### src/fir37lp_pkg.sv
package fir37lp_pkg;

	localparam int IN_W = 12;
	localparam int OUT_W = 14;
	localparam int ECHO_W = 12;
	localparam int MAX_SAMPLE_BITS = 16;

	localparam int OUT_MIN = -880;
	localparam int OUT_MAX = 4975;

	localparam int TABLE_LEN = 37;
	localparam longint COEF_SCALE = 1000000;
	localparam longint COEF_ROUND = 500000;

	// Kaiser-window low-pass design values in millionths, symmetric about the center tap.
	localparam int DESIGN_MILLI [TABLE_LEN] = '{
		15, 162, 382, 219, -883, -2615, -3096, 136, 7163, 13132,
		9801, -7535, -31913, -43207, -18170, 52239, 150621, 237451, 272109,
		237451, 150621, 52239, -18170, -43207, -31913, -7535, 9801, 13132,
		7163, 136, -3096, -2615, -883, 219, 382, 162, 15
	};

	typedef struct packed {
		logic [IN_W-1:0] adc_sample;
	} in_item_t;

	typedef struct packed {
		logic signed [OUT_W-1:0] filtered_value;
		logic [ECHO_W-1:0] raw_echo;
	} out_item_t;

	typedef enum logic [2:0] {
		ST_IDLE,
		ST_RUN,
		ST_DRAIN,
		ST_TRUNC,
		ST_LOAD
	} state_t;

	typedef struct packed {
		logic start;
		logic issue;
		logic trunc;
		logic load;
	} cmd_t;

	typedef struct packed {
		logic out_free;
	} status_t;

	// Scales a coefficient to fixed point, rounding halves away from zero.
	function automatic longint scale_coef(input int milli, input int frac_bits);
		longint mag;
		longint q;
		mag = (milli < 0) ? -longint'(milli) : longint'(milli);
		q = ((mag << frac_bits) + COEF_ROUND) / COEF_SCALE;
		return (milli < 0) ? -q : q;
	endfunction

endpackage

### src/fir37lp_in_if.sv
interface fir37lp_in_if;
	logic valid;
	logic ready;
	fir37lp_pkg::in_item_t data;

	modport source(output valid, output data, input ready);
	modport sink(input valid, input data, output ready);
endinterface

### src/fir37lp_out_if.sv
interface fir37lp_out_if;
	logic valid;
	logic ready;
	fir37lp_pkg::out_item_t data;

	modport source(output valid, output data, input ready);
	modport sink(input valid, input data, output ready);
endinterface

### src/fir37lp_ram.sv
module fir37lp_ram #(
	parameter int WIDTH = 12,
	parameter int DEPTH = 37
) (
	input  logic                     clk,
	input  logic                     we,
	input  logic [$clog2(DEPTH)-1:0] waddr,
	input  logic [WIDTH-1:0]         wdata,
	input  logic [$clog2(DEPTH)-1:0] raddr,
	output logic [WIDTH-1:0]         rdata
);

	logic [WIDTH-1:0] mem [DEPTH];

	always_ff @(posedge clk) begin
		if (we) begin
			mem[waddr] <= wdata;
		end
		rdata <= mem[raddr];
	end

endmodule

### src/fir37lp_ctrl.sv
module fir37lp_ctrl #(
	parameter int TAPS = 37
) (
	input  logic                    clk,
	input  logic                    arst_n,
	input  logic                    in_valid,
	output logic                    in_ready,
	input  fir37lp_pkg::status_t    status,
	output fir37lp_pkg::cmd_t       cmd,
	output logic [$clog2(TAPS)-1:0] tap
);

	localparam int TW = $clog2(TAPS);

	fir37lp_pkg::state_t st_q, st_nx;
	logic [TW-1:0] cnt_q, cnt_nx;

	always_ff @(posedge clk or negedge arst_n) begin
		if (!arst_n) begin
			st_q <= fir37lp_pkg::ST_IDLE;
			cnt_q <= '0;
		end else begin
			st_q <= st_nx;
			cnt_q <= cnt_nx;
		end
	end

	always_comb begin
		st_nx = st_q;
		cnt_nx = cnt_q;
		cmd = '0;
		in_ready = 1'b0;
		tap = cnt_q;
		case (st_q)
			fir37lp_pkg::ST_IDLE: begin
				in_ready = 1'b1;
				if (in_valid) begin
					cmd.start = 1'b1;
					cnt_nx = '0;
					st_nx = fir37lp_pkg::ST_RUN;
				end
			end
			fir37lp_pkg::ST_RUN: begin
				cmd.issue = 1'b1;
				if (cnt_q == TW'(TAPS - 1)) begin
					cnt_nx = '0;
					st_nx = fir37lp_pkg::ST_DRAIN;
				end else begin
					cnt_nx = cnt_q + 1'b1;
				end
			end
			fir37lp_pkg::ST_DRAIN: begin
				// The drain state waits until the last read and product reach the accumulator.
				if (cnt_q == TW'(1)) begin
					st_nx = fir37lp_pkg::ST_TRUNC;
				end else begin
					cnt_nx = cnt_q + 1'b1;
				end
			end
			fir37lp_pkg::ST_TRUNC: begin
				cmd.trunc = 1'b1;
				st_nx = fir37lp_pkg::ST_LOAD;
			end
			fir37lp_pkg::ST_LOAD: begin
				if (status.out_free) begin
					cmd.load = 1'b1;
					st_nx = fir37lp_pkg::ST_IDLE;
				end
			end
			default: begin
				st_nx = fir37lp_pkg::ST_IDLE;
			end
		endcase
	end

	a_start_run: assert property (@(posedge clk) disable iff (!arst_n)
		in_valid && in_ready |=> st_q == fir37lp_pkg::ST_RUN && cnt_q == '0)
		else $error("sample transfer did not start the tap sweep");

	a_sweep_end: assert property (@(posedge clk) disable iff (!arst_n)
		st_q == fir37lp_pkg::ST_RUN && cnt_q == TW'(TAPS - 1) |=>
		st_q == fir37lp_pkg::ST_DRAIN)
		else $error("tap sweep did not end after the last tap");

	a_load_hold: assert property (@(posedge clk) disable iff (!arst_n)
		st_q == fir37lp_pkg::ST_LOAD && !status.out_free |=> st_q == fir37lp_pkg::ST_LOAD)
		else $error("result loaded while the output register was busy");

endmodule

### src/fir37lp_datapath.sv
module fir37lp_datapath #(
	parameter int TAPS = 37,
	parameter int SAMPLE_BITS = 12,
	parameter int COEF_FRAC_BITS = 18
) (
	input  logic                                clk,
	input  logic                                arst_n,
	input  fir37lp_pkg::cmd_t                   cmd,
	input  logic [$clog2(TAPS)-1:0]             tap,
	input  logic [fir37lp_pkg::IN_W-1:0]        adc_sample,
	output fir37lp_pkg::status_t                status,
	output logic                                out_valid,
	input  logic                                out_ready,
	output fir37lp_pkg::out_item_t              out_data
);

	localparam int SB = SAMPLE_BITS;
	localparam int F = COEF_FRAC_BITS;
	localparam int CW = F + 2;
	localparam int TW = $clog2(TAPS);
	localparam int NW = $clog2(TAPS + 1);
	localparam int PW = SB + CW + 1;
	localparam int AW = F + SB + TW + 8;
	localparam int VW = AW - F;
	localparam int XW = fir37lp_pkg::IN_W + fir37lp_pkg::MAX_SAMPLE_BITS;
	localparam logic signed [VW-1:0] LO = VW'(fir37lp_pkg::OUT_MIN);
	localparam logic signed [VW-1:0] HI = VW'(fir37lp_pkg::OUT_MAX);

	logic signed [CW-1:0] coef_tab [TAPS];

	genvar g;
	for (g = 0; g < TAPS; g++) begin : g_coef
		if (g < fir37lp_pkg::TABLE_LEN) begin : g_tab
			assign coef_tab[g] =
				CW'(fir37lp_pkg::scale_coef(fir37lp_pkg::DESIGN_MILLI[g], F));
		end else begin : g_zero
			assign coef_tab[g] = '0;
		end
	end

	logic [XW-1:0] sample_ext;
	logic [SB-1:0] sample;
	logic [TW-1:0] wp_q, wp_nx, rp_q;
	logic [NW-1:0] fill_q;
	logic [SB-1:0] rd_data;
	logic [fir37lp_pkg::ECHO_W-1:0] raw_q;
	logic valid_s1;
	logic [TW-1:0] tap_s1;
	logic signed [PW-1:0] prod;
	logic signed [PW-1:0] prod_s2;
	logic valid_s2;
	logic signed [AW-1:0] acc_q;
	logic round_up;
	logic signed [VW-1:0] val_q;
	logic signed [VW-1:0] sat_val;
	logic out_valid_q;
	fir37lp_pkg::out_item_t out_q;

	assign sample_ext = {{fir37lp_pkg::MAX_SAMPLE_BITS{1'b0}}, adc_sample};
	assign sample = sample_ext[SB-1:0];
	assign wp_nx = (wp_q == TW'(TAPS - 1)) ? '0 : wp_q + 1'b1;

	// The delay line is a ring buffer; the newest sample sits at the write pointer.
	fir37lp_ram #(
		.WIDTH(SB),
		.DEPTH(TAPS)
	) u_line (
		.clk   (clk),
		.we    (cmd.start),
		.waddr (wp_nx),
		.wdata (sample),
		.raddr (rp_q),
		.rdata (rd_data)
	);

	always_ff @(posedge clk or negedge arst_n) begin
		if (!arst_n) begin
			wp_q <= '0;
			rp_q <= '0;
			fill_q <= '0;
			valid_s1 <= 1'b0;
			valid_s2 <= 1'b0;
			out_valid_q <= 1'b0;
		end else begin
			if (cmd.start) begin
				wp_q <= wp_nx;
				rp_q <= wp_nx;
				if (fill_q != NW'(TAPS)) begin
					fill_q <= fill_q + 1'b1;
				end
			end else if (cmd.issue) begin
				rp_q <= (rp_q == '0) ? TW'(TAPS - 1) : rp_q - 1'b1;
			end
			valid_s1 <= cmd.issue;
			valid_s2 <= valid_s1;
			if (cmd.load) begin
				out_valid_q <= 1'b1;
			end else if (out_ready) begin
				out_valid_q <= 1'b0;
			end
		end
	end

	assign prod = $signed({1'b0, rd_data}) * coef_tab[tap_s1];
	assign round_up = acc_q[AW-1] && (acc_q[F-1:0] != '0);

	always_comb begin
		sat_val = val_q;
		if (val_q < LO) begin
			sat_val = LO;
		end else if (val_q > HI) begin
			sat_val = HI;
		end
	end

	always_ff @(posedge clk) begin
		tap_s1 <= tap;
		// Entries older than the number of samples seen since reset read as zero.
		if (valid_s1 && NW'(tap_s1) < fill_q) begin
			prod_s2 <= prod;
		end else begin
			prod_s2 <= '0;
		end
		if (cmd.start) begin
			acc_q <= '0;
			raw_q <= adc_sample[fir37lp_pkg::ECHO_W-1:0];
		end else if (valid_s2) begin
			acc_q <= acc_q + AW'(prod_s2);
		end
		// Dropping the fraction floors; negative sums with a fraction step back up.
		if (cmd.trunc) begin
			val_q <= acc_q[AW-1:F] + {{(VW - 1){1'b0}}, round_up};
		end
		if (cmd.load) begin
			out_q.filtered_value <= sat_val[fir37lp_pkg::OUT_W-1:0];
			out_q.raw_echo <= raw_q;
		end
	end

	assign status.out_free = !out_valid_q || out_ready;
	assign out_valid = out_valid_q;
	assign out_data = out_q;

	a_fill_bound: assert property (@(posedge clk) disable iff (!arst_n)
		fill_q <= NW'(TAPS))
		else $error("fill count beyond the delay line length");

	a_ptr_range: assert property (@(posedge clk) disable iff (!arst_n)
		{1'b0, wp_q} < (TW + 1)'(TAPS) && {1'b0, rp_q} < (TW + 1)'(TAPS))
		else $error("delay line pointer out of range");

	a_out_from_load: assert property (@(posedge clk) disable iff (!arst_n)
		$rose(out_valid_q) |-> $past(cmd.load))
		else $error("result presented without a load command");

endmodule

### src/fir_lowpass_37_tap.sv
// A sample transfer starts a tap sweep through the run, drain, truncate and load states; the load
// waits while the output register is still full, and a new sample is taken only after it. A single
// multiply-accumulate unit walks the delay-line RAM one tap per read cycle.
// The finished result waits in an output register, so the next sample is taken meanwhile.
// Reset (arst_n, asynchronous, active low) clears control and the fill count; taps not yet
// written since reset read as zero, so no clearing pass is needed.
module fir_lowpass_37_tap #(
	parameter int TAPS = 37,
	parameter int SAMPLE_BITS = 12,
	parameter int COEF_FRAC_BITS = 18
) (
	input  logic          clk,
	input  logic          arst_n,
	fir37lp_in_if.sink    samples,
	fir37lp_out_if.source results
);

	fir37lp_pkg::cmd_t cmd;
	fir37lp_pkg::status_t status;
	logic [$clog2(TAPS)-1:0] tap;

	fir37lp_ctrl #(
		.TAPS(TAPS)
	) u_ctrl (
		.clk      (clk),
		.arst_n   (arst_n),
		.in_valid (samples.valid),
		.in_ready (samples.ready),
		.status   (status),
		.cmd      (cmd),
		.tap      (tap)
	);

	fir37lp_datapath #(
		.TAPS           (TAPS),
		.SAMPLE_BITS    (SAMPLE_BITS),
		.COEF_FRAC_BITS (COEF_FRAC_BITS)
	) u_dp (
		.clk        (clk),
		.arst_n     (arst_n),
		.cmd        (cmd),
		.tap        (tap),
		.adc_sample (samples.data.adc_sample),
		.status     (status),
		.out_valid  (results.valid),
		.out_ready  (results.ready),
		.out_data   (results.data)
	);

endmodule

### src/flat_wrapper.sv
// flat-port wrapper written by rule: the top's interface ports become plain ports
module fir_lowpass_37_tap_flat 
#(
	parameter int TAPS = 37,
	parameter int SAMPLE_BITS = 12,
	parameter int COEF_FRAC_BITS = 18
)
  (clk, arst_n, samples_valid, samples_data, samples_ready, results_valid, results_data, results_ready);
  fir37lp_in_if samples_i ();
  fir37lp_out_if results_i ();
  input  logic clk;
  input  logic arst_n;
  input wire logic [$bits(samples_i.valid)-1:0] samples_valid;
  input wire logic [$bits(samples_i.data)-1:0] samples_data;
  output wire logic [$bits(samples_i.ready)-1:0] samples_ready;
  output wire logic [$bits(results_i.valid)-1:0] results_valid;
  output wire logic [$bits(results_i.data)-1:0] results_data;
  input wire logic [$bits(results_i.ready)-1:0] results_ready;
  assign samples_i.valid = samples_valid;
  assign samples_i.data = samples_data;
  assign samples_ready = samples_i.ready;
  assign results_valid = results_i.valid;
  assign results_data = results_i.data;
  assign results_i.ready = results_ready;
  fir_lowpass_37_tap #(.TAPS(TAPS), .SAMPLE_BITS(SAMPLE_BITS), .COEF_FRAC_BITS(COEF_FRAC_BITS)) u_core (.clk(clk), .arst_n(arst_n), .samples(samples_i), .results(results_i));
endmodule
### config.mk
export PLATFORM = sky130hd
export DESIGN_NAME = fir_lowpass_37_tap_flat
export DESIGN_NICKNAME = d
export VERILOG_FILES = /design/src/fir37lp_pkg.sv /design/src/fir37lp_in_if.sv /design/src/fir37lp_out_if.sv /design/src/fir37lp_ram.sv /design/src/fir37lp_ctrl.sv /design/src/fir37lp_datapath.sv /design/src/fir_lowpass_37_tap.sv /design/src/flat_wrapper.sv
export SDC_FILE = /design/constraint.sdc
export NUM_CORES = 1
export LEC_CHECK = 0
export ABC_CLOCK_PERIOD_IN_PS = 7710
export BUFFER_PORTS_ARGS = -buffer_cell sky130_fd_sc_hd__buf_2
export CORE_MARGIN = 2
export CORE_UTILIZATION = 53
export DETAILED_ROUTE_END_ITERATION = 8
export PLACE_DENSITY_LB_ADDON = 0.15
export REMOVE_ABC_BUFFERS = 1
export SLEW_MARGIN = 20
export SYNTH_ARGS = -nofsm -noshare
export SYNTH_HDL_FRONTEND = slang
export SYNTH_HIERARCHICAL = 1
export SYNTH_SLANG_ARGS = --single-unit
### constraint.sdc
create_clock -name clk -period 7.71 [get_ports clk]
set_input_delay 1.542 -clock clk [delete_from_list [all_inputs] [get_ports clk]]
set_output_delay 1.542 -clock clk [all_outputs]
set_load 0.01 [all_outputs]
==> metrics.txt <==
Post-synth ARST share between 4 and 5%; top-count cell post-synth edfxtp_1; leading area contributor after synthesis edfxtp_1; Worst Max-Slew Pin Slew around 1.1 ns; Mapped Area 0.0365 mm2; Worst Setup Start Kind flip-flop; die area 0.0710 mm2; # fillers roughly 5500; Fmax 0.136 GHz; crit path buf inv count 4; TritonCTS clock tree built; Slowest-stage cell, CP fa_1; Pins Over Slew Limit 0; Clock Tree Root clkbuf_16; core area 0.0683 mm2; Final period util 95.4%; cells on worst reg2reg path 27; # hold bufs at CTS 0; synth-to-layout area growth 9.46%; share of cells above drive strength 1 9.72%; clock tree buffer depth 3; H-tree Lvls 3; TritonCTS Buffers between 60 and 70; Mapped Cells 3054; die extent in x 266 um; WL final between 80 and 90 mm; vias in the first global route 24600; Layout Utilization between 50% and 60%; RR Endpoint u_core/u_dp/prod_s2[25]$_SDFF_PN0_; CP endpoint u_core/u_dp/prod_s2[25]$_SDFF_PN0_; vias 23500; grt total ovfl 0; maxcap violations 0; Place WS 0.358 ns; Setup TNS 0 ns; FP Rows 96; DRT antenna net count 0; Hold Crit Class reg -> reg; critical path type reg -> reg; Synth top cells by count edfxtp_1, inv_1, mux2i_1; Final Skew 0.0331 ns; CP max stage delay 0.55 ns; I/O pin count 44; Final Hold Viols 0; Syn Area/Cell 11.9 um2; post-CTS sizing 0; Storage cell area 0.0179 mm2; Setup WS post-layout 0.358 ns; Critical Path Stages 27; WHS 0.385 ns; drt wl/cell 21.8 um; via density per instance 5.85; Initial Utilization 53.4%; Tmin final 7.35 ns; setup bufs post-CTS 0; Setup Viol. Count Final 0; total track usage 25.3%; main area contributors after synthesis edfxtp_1, fa_1, mux2i_1; Worst Path Max Fanout 12; chip height around 270 um; CP Capture Type flip-flop; diodes inserted 0; CP Launch Point u_core/u_dp/tap_s1[0]$_DFF_P_; # DRC 0; sequential share of the synthesized area 49.1%; global-route wire length before repair 138 mm; Cell variety after synth 82; Yosys top cell area share 41.8%; DP HPWL 60.0 mm; clock sink total between 600 and 700; Worst EP required 8.19 ns; Layout Nets 3450; critical path's top delay family adder cells; EDFF count, synth 508; Rel. slew slack 26.0%; Primary FF master, synth edfxtp_1; final weighted congestion in routability-driven placement about 0.9; largest net degree at the start of global routing around 110; initial antenna violation count 0; reg2reg start u_core/u_dp/tap_s1[0]$_DFF_P_; YS warnings 6; drt pass-1 iters 5; worst reg2reg setup slack between 0.3 and 0.4 ns; Critical Path AT 7.83 ns; Seq cells post-synth 633; outcome completed; multi-input logic area 0.0167 mm2; Clock transition at path regs 0.06 ns; crit-path most repeated cell fa_1; I/O Buffers 43; Iter 0 DRT Violations 2139; Clock Latency Late Sink 0.63 ns
[registers in the layout, indices dropped and copies added, names as in the netlist, 3 cells and up]
register                  count
u_core/u_dp/prod_s2          33
u_core/u_ctrl/st_q            3
u_core/u_dp/out_data         26
u_core/u_dp/fill_q            6
u_core/u_dp/rp_q              6
u_core/u_ctrl/tap             6
u_core/u_dp/u_line/mem      444
u_core/u_dp/u_line/rdata     12
u_core/u_dp/val_q            26
u_core/u_dp/tap_s1            6
u_core/u_dp/acc_q            44
u_core/u_dp/raw_q            12
u_core/u_dp/wp_q              6
[through the flow]
step | std cells | instance area (um2)
after floorplan | 2911 | 35800
after global placement | 3896 | 37600
after detailed placement | 3896 | 37600
after CTS | 4020 | 39900
after global routing | 4020 | 39900
final | 4020 | 39900
[worst min path at each step]
stage | startpoint | depth (start not counted) | to
2_1_floorplan | u_core/u_dp/valid_s1$_DFF_PN0_ | 0 | u_core/u_dp/valid_s2$_DFF_PN0_
3_3_place_gp | u_core/u_dp/valid_s1$_DFF_PN0_ | 0 | u_core/u_dp/valid_s2$_DFF_PN0_
3_5_place_dp | u_core/u_dp/valid_s1$_DFF_PN0_ | 0 | u_core/u_dp/valid_s2$_DFF_PN0_
4_1_cts | u_core/u_dp/valid_s1$_DFF_PN0_ | 0 | u_core/u_dp/valid_s2$_DFF_PN0_
5_1_grt | u_core/u_dp/valid_s1$_DFF_PN0_ | 0 | u_core/u_dp/valid_s2$_DFF_PN0_
6_report | u_core/u_dp/valid_s1$_DFF_PN0_ | 0 | u_core/u_dp/valid_s2$_DFF_PN0_
[layer usage]
| metal | wire (um) | track usage, % |
|---|---|---|
| met4 | 2480 | 8.18 |
| met1 | 36700 | 32.7 |
| met2 | 44400 | 44.3 |
| met3 | 3820 | 3.04 |
| met5 | 0 | 0 |
[final cells by class]
class,count,share of cell area (%)
inverters,326,3.06
clock buffers,89,4.66
flip-flops and latches,633,44.9
multi-input cells,1952,41.8
clock inverters,35,1.12
repair buffers,103,1.70
well taps,882,2.76
[logic make-up (layout without fill, tap and decap cells)]
family / after synthesis / in the layout / share of synthesized area (%)
AND/OR/NAND/NOR: 745 / 745 / 9.81
flip-flops: 633 / 633 / 49.1
AO/OA/AOI/OAI: 513 / 513 / 9.90
buffers and inverters: 469 / 553 / 5.37
adder cells (fa/ha/maj): 349 / 349 / 16.2
multiplexers: 252 / 252 / 7.45
XOR/XNOR: 93 / 93 / 2.23
[placed cells by master (no fill, tap or decap), types with 16 or more instances in the layout]
master       n
edfxtp_1   508
nor2_1     178
buf_2       43
nand2b_1    24
buf_4       59
a21o_1      48
nand3_1     42
mux2i_1    222
mux2_2      16
xor2_1      30
nand4_1     20
o21a_1      16
and2_1     109
a22oi_1     51
dfxtp_1     94
a221oi_1    25
ha_1       145
nand2_1    215
o21ai_0     62
nor3_1      31
xnor2_1     63
nor2b_1     37
a21oi_1    137
o22ai_1     23
fa_1       204
a22o_1      24
nor2_2      20
inv_1      325
dfrtp_1     28
clkbuf_16   69
Power is not shown: default switching activity piles up to over one toggle a cycle in this logic, so the estimate is an artifact.
